<file path="src/rtl/core/lrut_pkg.sv">
// ----------------------------------------------------------------------------
// LRU tracker package
// Sizes, operation and status codes, and the broadcast buses of the cell row.
// ----------------------------------------------------------------------------
package lrut_pkg;

  localparam int ENTRIES  = 16;
  localparam int KEY_BITS = 8;
  localparam int CNT_W    = $clog2(ENTRIES + 1);
  localparam int OP_W     = 2;
  localparam int ST_W     = 2;
  localparam int OCC_W    = 5;

  typedef enum logic [OP_W-1:0] {
    OP_TOUCH = 2'd0,
    OP_EVICT = 2'd1,
    OP_ERASE = 2'd2,
    OP_NONE  = 2'd3
  } lrut_op_t;

  typedef enum logic [ST_W-1:0] {
    ST_OK   = 2'd0,
    ST_MISS = 2'd1,
    ST_FULL = 2'd2
  } lrut_status_t;

  // Search bus: every cell compares its key against this one.
  typedef struct packed {
    logic                search_en;
    logic [KEY_BITS-1:0] key;
  } lrut_srch_t;

  // Update bus: shift enable and the key written into the selected cell.
  typedef struct packed {
    logic                shift_en;
    logic [KEY_BITS-1:0] key;
  } lrut_upd_t;

endpackage

</file>
<file path="src/rtl/core/lru_replacement_tracker.sv">
// ----------------------------------------------------------------------------
// LRU replacement tracker
// Keeps up to ENTRIES distinct keys in recency order in a row of cells.
// ----------------------------------------------------------------------------
// Usage: a command word is taken at every clock edge where start is high;
// busy stays low, so a new command may follow in every cycle. The command is
// registered, executed against the cell row in the next cycle, and its result
// word is driven on the out_ ports with out_strobe from the next edge on, for
// one cycle only. The receiver cannot stall and must take each result word as
// it comes. Slot 0 of the row holds the least recent key; all cells compare
// against the key in parallel and the row shifts down by one behind the
// removed key in the same cycle, which is what sets the rate of one command
// per cycle. No clearing pass is needed after reset.
module lru_replacement_tracker
  import lrut_pkg::*;
(
  input  logic                clk,
  input  logic                rst_n,
  input  logic                start,
  output logic                busy,
  input  logic [OP_W-1:0]     in_op,
  input  logic [KEY_BITS-1:0] in_key,
  output logic                out_strobe,
  output logic [ST_W-1:0]     out_status,
  output logic [KEY_BITS-1:0] out_victim_key,
  output logic [OCC_W-1:0]    out_occupancy
);

  logic                cmd_vld_r;
  lrut_op_t            op_r;
  logic [KEY_BITS-1:0] key_r;

  logic [CNT_W-1:0]    cnt_r;
  logic [CNT_W-1:0]    cnt_nxt;
  logic [CNT_W-1:0]    wr_idx;

  logic                strobe_r;
  lrut_status_t        status_r;
  lrut_status_t        status_nxt;
  logic [KEY_BITS-1:0] victim_r;
  logic [KEY_BITS-1:0] victim_nxt;

  lrut_srch_t          srch;
  lrut_upd_t           upd;
  logic [ENTRIES:0]    chain;
  logic [ENTRIES-1:0]  cell_valid;
  logic [KEY_BITS-1:0] cell_key [ENTRIES];
  logic [ENTRIES-1:0]  wr_sel;
  logic                hit;
  logic                full;
  logic                empty;
  logic                do_write;

  // Busy is tied low, so the block never holds off start.
  assign busy = 1'b0;

  always_ff @(posedge clk) begin
    if (!rst_n) begin
      cmd_vld_r <= 1'b0;
    end else begin
      cmd_vld_r <= start && !busy;
    end
  end

  always_ff @(posedge clk) begin
    op_r  <= lrut_op_t'(in_op);
    key_r <= in_key;
  end

  assign full  = (cnt_r >= CNT_W'(ENTRIES));
  assign empty = (cnt_r == '0);

  assign srch.search_en = cmd_vld_r && ((op_r == OP_TOUCH) || (op_r == OP_ERASE));
  assign srch.key       = key_r;

  // An evict removes slot 0, so the shift chain starts already set.
  assign chain[0] = cmd_vld_r && (op_r == OP_EVICT);
  assign hit      = srch.search_en && chain[ENTRIES];

  assign do_write     = cmd_vld_r && (op_r == OP_TOUCH) && (hit || !full);
  assign upd.shift_en = hit || (chain[0] && !empty);
  assign upd.key      = key_r;

  // A hit frees one slot below the top, so the touched key lands one lower.
  assign wr_idx = hit ? (cnt_r - CNT_W'(1)) : cnt_r;

  for (genvar i = 0; i < ENTRIES; i++) begin : g_cell
    logic                up_v;
    logic [KEY_BITS-1:0] up_k;

    assign wr_sel[i] = do_write && (wr_idx == CNT_W'(i));

    if (i == ENTRIES - 1) begin : g_top
      assign up_v = 1'b0;
      assign up_k = '0;
    end else begin : g_mid
      assign up_v = cell_valid[i+1];
      assign up_k = cell_key[i+1];
    end

    lrut_cell u_cell (
      .clk       (clk),
      .rst_n     (rst_n),
      .srch      (srch),
      .upd       (upd),
      .wr_sel    (wr_sel[i]),
      .chain_in  (chain[i]),
      .chain_out (chain[i+1]),
      .up_valid  (up_v),
      .up_key    (up_k),
      .valid     (cell_valid[i]),
      .key       (cell_key[i])
    );
  end

  always_comb begin
    cnt_nxt    = cnt_r;
    status_nxt = ST_OK;
    victim_nxt = '0;
    case (op_r)
      OP_TOUCH: begin
        if (!hit && full) begin
          status_nxt = ST_FULL;
        end else if (!hit) begin
          cnt_nxt = cnt_r + CNT_W'(1);
        end
      end
      OP_EVICT: begin
        if (empty) begin
          status_nxt = ST_MISS;
        end else begin
          victim_nxt = cell_key[0];
          cnt_nxt    = cnt_r - CNT_W'(1);
        end
      end
      OP_ERASE: begin
        if (hit) begin
          cnt_nxt = cnt_r - CNT_W'(1);
        end else begin
          status_nxt = ST_MISS;
        end
      end
      default: begin
        cnt_nxt = cnt_r;
      end
    endcase
  end

  always_ff @(posedge clk) begin
    if (!rst_n) begin
      cnt_r    <= '0;
      strobe_r <= 1'b0;
    end else begin
      strobe_r <= cmd_vld_r;
      if (cmd_vld_r) begin
        cnt_r <= cnt_nxt;
      end
    end
  end

  always_ff @(posedge clk) begin
    status_r <= status_nxt;
    victim_r <= victim_nxt;
  end

  assign out_strobe     = strobe_r;
  assign out_status     = status_r;
  assign out_victim_key = victim_r;
  assign out_occupancy  = OCC_W'(cnt_r);

  // Valid slots stay packed at the low end and match the count.
  a_packed: assert property (@(posedge clk) disable iff (!rst_n)
    cell_valid == ENTRIES'(((ENTRIES+1)'(1) << cnt_r) - (ENTRIES+1)'(1)))
    else $error("valid cells not packed to occupancy");

  a_latency: assert property (@(posedge clk) disable iff (!rst_n)
    start |-> ##2 out_strobe)
    else $error("result word missing two cycles after command");

  a_full: assert property (@(posedge clk) disable iff (!rst_n)
    (out_strobe && (out_status == ST_FULL)) |-> (cnt_r == CNT_W'(ENTRIES)))
    else $error("full status with free slots");

  a_evict_cnt: assert property (@(posedge clk) disable iff (!rst_n)
    (cmd_vld_r && (op_r == OP_EVICT) && !empty) |=> (cnt_r == $past(cnt_r) - CNT_W'(1)))
    else $error("evict did not lower occupancy");

endmodule

</file>
<file path="src/rtl/core/lrut_cell.sv">
// ----------------------------------------------------------------------------
// LRU tracker cell
// One recency slot: holds a key and its valid bit, compares against the search
// key and takes its upper neighbor's contents when the row shifts down.
// ----------------------------------------------------------------------------
module lrut_cell
  import lrut_pkg::*;
(
  input  logic                clk,
  input  logic                rst_n,
  input  lrut_srch_t          srch,
  input  lrut_upd_t           upd,
  input  logic                wr_sel,
  input  logic                chain_in,
  output logic                chain_out,
  input  logic                up_valid,
  input  logic [KEY_BITS-1:0] up_key,
  output logic                valid,
  output logic [KEY_BITS-1:0] key
);

  logic                valid_r;
  logic                valid_nxt;
  logic [KEY_BITS-1:0] key_r;
  logic [KEY_BITS-1:0] key_nxt;
  logic                match;
  logic                shift;

  assign match     = srch.search_en && valid_r && (key_r == srch.key);
  // The chain marks every slot at or above the one that leaves the order.
  assign chain_out = chain_in || match;
  assign shift     = upd.shift_en && chain_out;

  always_comb begin
    valid_nxt = valid_r;
    key_nxt   = key_r;
    if (wr_sel) begin
      valid_nxt = 1'b1;
      key_nxt   = upd.key;
    end else if (shift) begin
      valid_nxt = up_valid;
      key_nxt   = up_key;
    end
  end

  always_ff @(posedge clk) begin
    if (!rst_n) begin
      valid_r <= 1'b0;
    end else begin
      valid_r <= valid_nxt;
    end
  end

  always_ff @(posedge clk) begin
    key_r <= key_nxt;
  end

  assign valid = valid_r;
  assign key   = key_r;

endmodule

</file>
<file path="config.mk">
export PLATFORM = sky130hd
export DESIGN_NAME = lru_replacement_tracker
export DESIGN_NICKNAME = d
export VERILOG_FILES = /design/src/rtl/core/lrut_pkg.sv /design/src/rtl/core/lru_replacement_tracker.sv /design/src/rtl/core/lrut_cell.sv
export SDC_FILE = /design/constraint.sdc
export NUM_CORES = 1
export LEC_CHECK = 0
export BUFFER_PORTS_ARGS = -buffer_cell sky130_fd_sc_hd__buf_2
export CORE_ASPECT_RATIO = 0.8
export CORE_UTILIZATION = 45
export CTS_CLUSTER_SIZE = 24
export DETAILED_ROUTE_END_ITERATION = 10
export HOLD_SLACK_MARGIN = 0.12
export PLACE_DENSITY = 0.69
export SKIP_LAST_GASP = 1
export SLEW_MARGIN = 40
export SYNTH_ARGS = -nofsm -noshare
export SYNTH_HDL_FRONTEND = slang
export SYNTH_SLANG_ARGS = --single-unit
</file>
<file path="constraint.sdc">
create_clock -name clk -period 3.4 [get_ports clk]
set_input_delay 0.34 -clock clk [delete_from_list [all_inputs] [get_ports clk]]
set_output_delay 0.34 -clock clk [all_outputs]
set_load 0.005 [all_outputs]
</file>
-- Word level (Yosys, flattened, before mapping)
Cells that the tools add are included.
- RAM bits: 0
- output and inout bits: 17
- logic and storage cells: 267
- bits in latches: 0
- memories: 0
- register bits after elaboration: 171
- memory bits (read-only): 0
- input bits: 13
- bitwise gates (word level): 1
- shift-type cells: 0
- multiplexer cells: 73
- equality and inequality tests: 36
- multiply operators: 0
- $add $sub $neg: 2
- order comparisons: 1
- divide/modulo/power cells: 0
- reduce and logical (&&, ||, !) cells: 115
- operator list (cell ; number):
    $mux W8 ; 32
    $eq A8 B8 Y1 ; 16
    $logic_and A1 B1 Y1 ; 71
    $eq A5 B4 Y1 const B ; 8
    $mux W1 ; 34
    $reduce_bool A2 Y1 ; 16
    $eq A5 B3 Y1 const B ; 4
    $mux W5 ; 4
    $logic_or A1 B1 Y1 ; 19
    $pmux W5 S3 ; 1
    $eq A5 B2 Y1 const B ; 2
    $logic_not A5 Y1 ; 2
    $ne A2 B2 Y1 const B ; 3
    $pmux W2 S3 ; 1
    $add A5 B1 Y5 const B ; 1
    $eq A5 B1 Y1 const B ; 1
    $ge A5 B5 Y1 const B ; 1
    $reduce_and A5 Y1 ; 1
    $sub A5 B1 Y5 const B ; 1
    $logic_not A1 Y1 ; 3
    $reduce_bool A3 Y1 ; 1
    $eq A2 B1 Y1 const B ; 1
    $eq A2 B2 Y1 const B ; 1
    $logic_not A2 Y1 ; 1
    3 further kinds ; 3

-- Logic depth before layout (Yosys ltp)
- depth after elaboration: 26
- depth in mapped cells: 15
- mapped depth without buffers: 11

-- By module
Synthesis repeated with hierarchy kept, for this count alone.
- cells, all modules: 826
- area total of the unflattened synthesis: 10073.4 um^2
- modules (own cells, without submodules) (module ; times used ; area an instance (um^2) ; cells each):
    lrut_cell ; 16 ; 538.0 ; 41
    lru_replacement_tracker ; 1 ; 1465.2 ; 170

-- Worst setup path before layout
OpenSTA, ideal clock, no wires.
- kind: register to register
- start point: reg op_r[0]
- end point: reg g_cell[2].u_cell.key_r[0] (enable)
- stages on the path, launching flop included: 15
- path slack: 0.043 ns
- arrival: 3.074 ns
- data required time: 3.117 ns
- buffers on the path: 3
- cells stage by stage: dfxtp_1 inv_1 ha_1 buf_6 o21a_4 nand4_2 o31ai_2 nor4_4 nand4_4 or2_1 buf_6 a221o_1 and3_1 buf_6 or2_1
- longest elaborated chain between the ends: 26
- elaborated cells between the ends (all ways): 65
- classes of those cells: eq/ne: 3; mux: 1; reduce/logical: 61
- ends and longest elaborated chain (item ; line ; source):
    from (decl) ; lru_replacement_tracker.sv:30 ; lrut_op_t op_r;
    from (signal assigned) ; lru_replacement_tracker.sv:66 ; op_r <= lrut_op_t'(in_op);
    $eq A2 B2 Y1 or $logic_not A2 Y1 (tied branches) ; lru_replacement_tracker.sv:73, lru_replacement_tracker.sv:80 ;
    $logic_or A1 B1 Y1 ; lru_replacement_tracker.sv:73 ; assign srch.search_en = cmd_vld_r && ((op_r == OP_TOUCH) || (op_r == OP_ERASE));
    $logic_and A1 B1 Y1 ; lru_replacement_tracker.sv:73 ;
    $logic_and A1 B1 Y1 (2 in a row) ; lrut_cell.sv:29 ; assign match = srch.search_en && valid_r && (key_r == srch.key);
    $logic_or A1 B1 Y1 (16 in a row) ; lrut_cell.sv:31 ; assign chain_out = chain_in || match;
    $logic_and A1 B1 Y1 ; lru_replacement_tracker.sv:78 ; assign hit = srch.search_en && chain[ENTRIES];
    $mux W5 or $logic_or A1 B1 Y1 (tied branches) ; n/a ;
    $eq A5 B2 Y1 or $logic_and A1 B1 Y1 (tied branches) ; lru_replacement_tracker.sv:91, lru_replacement_tracker.sv:80 ;
    $logic_and A1 B1 Y1 ; lru_replacement_tracker.sv:91 ; assign wr_sel[i] = do_write && (wr_idx == CNT_W'(i));
    $reduce_bool A2 Y1 (no line) (*) ; n/a ;
    to (signal assigned) ; lrut_cell.sv:55 ; key_r <= key_nxt;
    to (decl) ; lrut_cell.sv:24 ; logic [KEY_BITS-1:0] key_r;
Every way passes the cells marked *; elsewhere a longest branch is shown, timed or not.
A chain may end at the register's enable or synchronous reset.

-- Worst setup path after layout
- start point: reg op_r[0]
- end point: reg g_cell[8].u_cell.key_r[7], data pin
- longest elaborated chain between the ends: 26
- elaborated cells between the ends (all ways): 62
- classes of those cells: eq/ne: 3; mux: 2; reduce/logical: 57
- ends and longest elaborated chain (item ; line ; source):
    $eq A2 B2 Y1 or $logic_not A2 Y1 (tied branches) ; lru_replacement_tracker.sv:73, lru_replacement_tracker.sv:80 ;
    $logic_or A1 B1 Y1 ; lru_replacement_tracker.sv:73 ;
    $logic_and A1 B1 Y1 ; lru_replacement_tracker.sv:73 ;
    $logic_and A1 B1 Y1 (2 in a row) ; lrut_cell.sv:29 ;
    $logic_or A1 B1 Y1 (16 in a row) ; lrut_cell.sv:31 ;
    $logic_and A1 B1 Y1 ; lru_replacement_tracker.sv:78 ;
    $mux W5 or $logic_or A1 B1 Y1 (tied branches) ; n/a ;
    $eq A5 B4 Y1 or $logic_and A1 B1 Y1 (tied branches) ; lru_replacement_tracker.sv:91, lru_replacement_tracker.sv:80 ;
    $logic_and A1 B1 Y1 (*) ; lru_replacement_tracker.sv:91 ;
    $mux W8 (*) ; lrut_cell.sv:37 ; if (wr_sel) begin
    via g_cell[8].u_cell.key_nxt[7] ; lrut_cell.sv:25 ; logic [KEY_BITS-1:0] key_nxt;
    to (signal assigned) ; lrut_cell.sv:55 ;
    to (decl) ; lrut_cell.sv:24 ;
Mark *: on every way through the listed nets, which the timed path passes. The rest lies on a longest branch.

==> results.toml <==
[critical_path]
crit_required_ps = 3590
path_class = "register to register"
crit_arrival_ps = 3560
cp-end-kind = "register"
crit_chain = "inv_2, ha_4, o21a_4, buf_4, nand4_1, nor3_1, nor2_1, nand4_4, buf_4, o21ai_4, a21oi_2, o21a_2, clkbuf_16, mux2_2"
worst_setup_path_start_kind = "register"
slowest_delay_ps = 390
cpMaxStageDelayCell = "a21oi_2"
path_max_fanout = 6
crit_top_cell = "buf_4"

[drt]
num_vias = 6203
wirelength_um = 21770
first_pass_iters = 5
drc = 0
drt_iter0_drc = 432
ant_nets = 0
vias_per_cell = 5.432
wl_per_cell_um = 19.06

[power_and_ir_drop]
powerDensity_mw_per_mm2 = 384.5
power_leakage_nw = 4.301
max-vdd-ir-drop_uv = 362.1

[timing]
hold_viol = 0
skew_ps = 13.57
setup_viol = 0
slew-limit-headroom = 0.5525
slew_viol_final = 0
rsz0062_at_grt = "true"
worst_pin_slew_ps = 671.2
finalCritPeriodShare = 0.9922
whs_ps = 355.5
setup_slack_ps = 26.43
fmax_mhz = 296.4
period_needed_ps = 3374

[yosys]
synth-edff-count = 128
ys_seq_area_frac = 0.4936
syn_area_mm2 = 0.009530
synth_nets = 773
ys.flop_type = "edfxtp_1"
ys_seq_elements = 171
syn_inst = 754
ys_warn_count = 0
synth_area_per_cell_um2 = 12.64
yosys.cell_types.count = 67
async_flop_share = 0

[placed_design]
place.gp.congestion = 0.8754
dp_hpwl_um = 14640
pre_cts_ws_ps = -147.9
io_buffer_count = 28
dp.cells = 1083

[grt]
grt_usage = 0.2043
antenna_found_initial = 0
grt_pass1_wl_um = 34010
first_global_vias = 6141
grt_max_degree = 33
globalRouteOverflowTotal = 0

[floorplanning]
die_h_um = 132.2
fp.coreArea_mm2 = 0.02070
fp-row-count = 47
dieArea_mm2 = 0.02177
die_w_um = 164.7
top_level_ports = 30
start_util = 0.4604

[flow_run]
max_cap_viol_count = 0

[clock_tree]
path_clk_slew_ps = 60
clockBufferDepth = 2
h-tree-depth = 4
clock_latency_ps = 440
cts_tree = "yes"
root_buffer = "clkbuf_16"
cts_buffers = 17
cts.sinks = 171

[cells_and_area]
finalNonFillerCells = 1142
final_util = 0.5683
diodes = 0
areaGrowthSynthToFinish_pct = 23.43
layout.nets = 879
layout-drive-gt1-share = 0.3780

[outcome]
status = "completed"

[min_path]
min_path_type = "input port to register"
## repair_timing
| item | CTS | global route |
|---|---|---|
| gates resized for setup | 21 | 56 |
| endpoints found under the hold margin | 11 | 0 |
| cloned | 1 | 4 |
| hold buffers | 11 | 0 |
| pin swaps | 6 | 17 |
| setup endpoints to repair | 216 | 257 |
| setup buffers | 1 | 11 |
## worst max-delay path, delay by kind of cell (launching register included)
kind                       cells  cell delay [ps]
adders and majority gates      1              190
AOI/OAI and AO/OA              4              970
and+or+nand+nor                4              740
muxes                          1              320
buffers and inverters          4              580
DFF                            1              320
## registers in the layout, summed over array words and instances, names as in the netlist
register / cells
g_cell.u_cell.key: 128
cmd_vld_r: 1
g_cell.u_cell.valid: 16
out_victim_key: 8
out_status: 2
op_r: 2
key_r: 8
out_strobe: 1
out_occupancy: 5
## per-stage QoR
stage | TNS, ps | total power, mW | instance area [µm²]
floorplan | 0 | 2.530 | 9530
global placement | -5734 | 2.634 | 10540
detailed placement | -18140 | 2.637 | 10540
CTS | 0 | 4.532 | 11320
global route | -10410 | 4.658 | 11760
finish | 0 | 4.523 | 11760
## path summary, 6_finish.rpt
check        slack (ps)  cells after the start                              start                                  end
max                  30                     14                    op_r[0]$_DFF_P_    g_cell[8].u_cell.key[7]$_DFFE_PP_
min                 360                      2                              rst_n  g_cell[7].u_cell.valid$_SDFFE_PN0P_
max reg2reg          30                     14                    op_r[0]$_DFF_P_    g_cell[8].u_cell.key[7]$_DFFE_PP_
min reg2reg         520                      1  g_cell[0].u_cell.key[2]$_DFFE_PP_         out_victim_key[2]$_SDFF_PP0_
## logic make-up (layout without fill, tap and decap cells)
logic type	after synthesis	count (layout)	synth area share
adder cells (fa/ha/maj)	6	6	0.007877
buffers and inverters	60	177	0.04595
AO/OA/AOI/OAI	91	92	0.07392
other	1	1	0.0003935
flip-flops	171	171	0.4936
multiplexers	136	136	0.1654
XOR/XNOR	129	129	0.1186
AND/OR/NAND/NOR	160	161	0.09426
## cells in the final DEF (no fill, tap or decap), types with 10 or more instances in the layout
cell	instances
edfxtp_1	128
mux2_2	98
xnor2_1	82
buf_4	56
xor2_1	47
dfxtp_1	42
nand2_1	36
buf_2	28
buf_12	28
mux2_4	26
nand4_1	21
and2_1	20
clkbuf_16	20
nor4_1	15
nor2_1	14
o21ai_0	14
mux2i_1	11
dlygate4sd3_1	11
o21ai_4	10
o21a_1	10
a21oi_1	10
a21boi_0	10
## area by class of cell
type / instances / area (µm²)
multi-input combinational: 525 / 4708
timing repair buffer: 136 / 1423
clock buffer: 24 / 461.7
fill: 1659 / 8936
sequential: 171 / 4706
inverter: 9 / 33.78
tap: 269 / 336.6
clock inverter: 8 / 95.09
## cell usage after synthesis, types with 2 or more instances
cell type	count	share of area
a211oi_1	3	0.0024
a21boi_0	10	0.0079
a21oi_1	11	0.0058
a31oi_1	4	0.0026
and2_1	20	0.013
and3_1	5	0.0033
buf_2	4	0.0021
buf_4	12	0.0095
buf_6	15	0.018
buf_8	3	0.0047
clkbuf_1	16	0.0063
dfxtp_1	43	0.090
edfxtp_1	128	0.40
ha_1	6	0.0079
inv_1	9	0.0035
mux2_2	108	0.13
mux2_4	16	0.025
mux2i_1	12	0.013
nand2_1	38	0.015
nand2b_1	8	0.0053
nand3_1	8	0.0042
nand3_2	2	0.0021
nand4_1	21	0.014
nor2_1	15	0.0059
nor2b_1	2	0.0013
nor3_1	11	0.0058
nor4_1	16	0.011
o211ai_1	3	0.0024
o21a_1	12	0.0095
o21ai_0	16	0.0084
o21ai_2	10	0.0092
or2_1	3	0.0020
or2_2	3	0.0020
xnor2_1	82	0.075
xor2_1	47	0.043
## power by group
part,switching (mW),internal [mW]
sequential,0.0141,2.24
clock,0.797,1.10
combinational,0.208,0.168
## per-layer routing
layer  part of all wire  GRT usage  wire length, µm  vias up
li1                   -          -                -     2970
met4              0.015    0.06269              332        0
met2               0.47     0.3224            10150      136
met1               0.48     0.2846            10440     3070
met3              0.039    0.03617              847       27
met5                  0          0                0        -
Note: power is estimated with default switching activity, not from simulation.
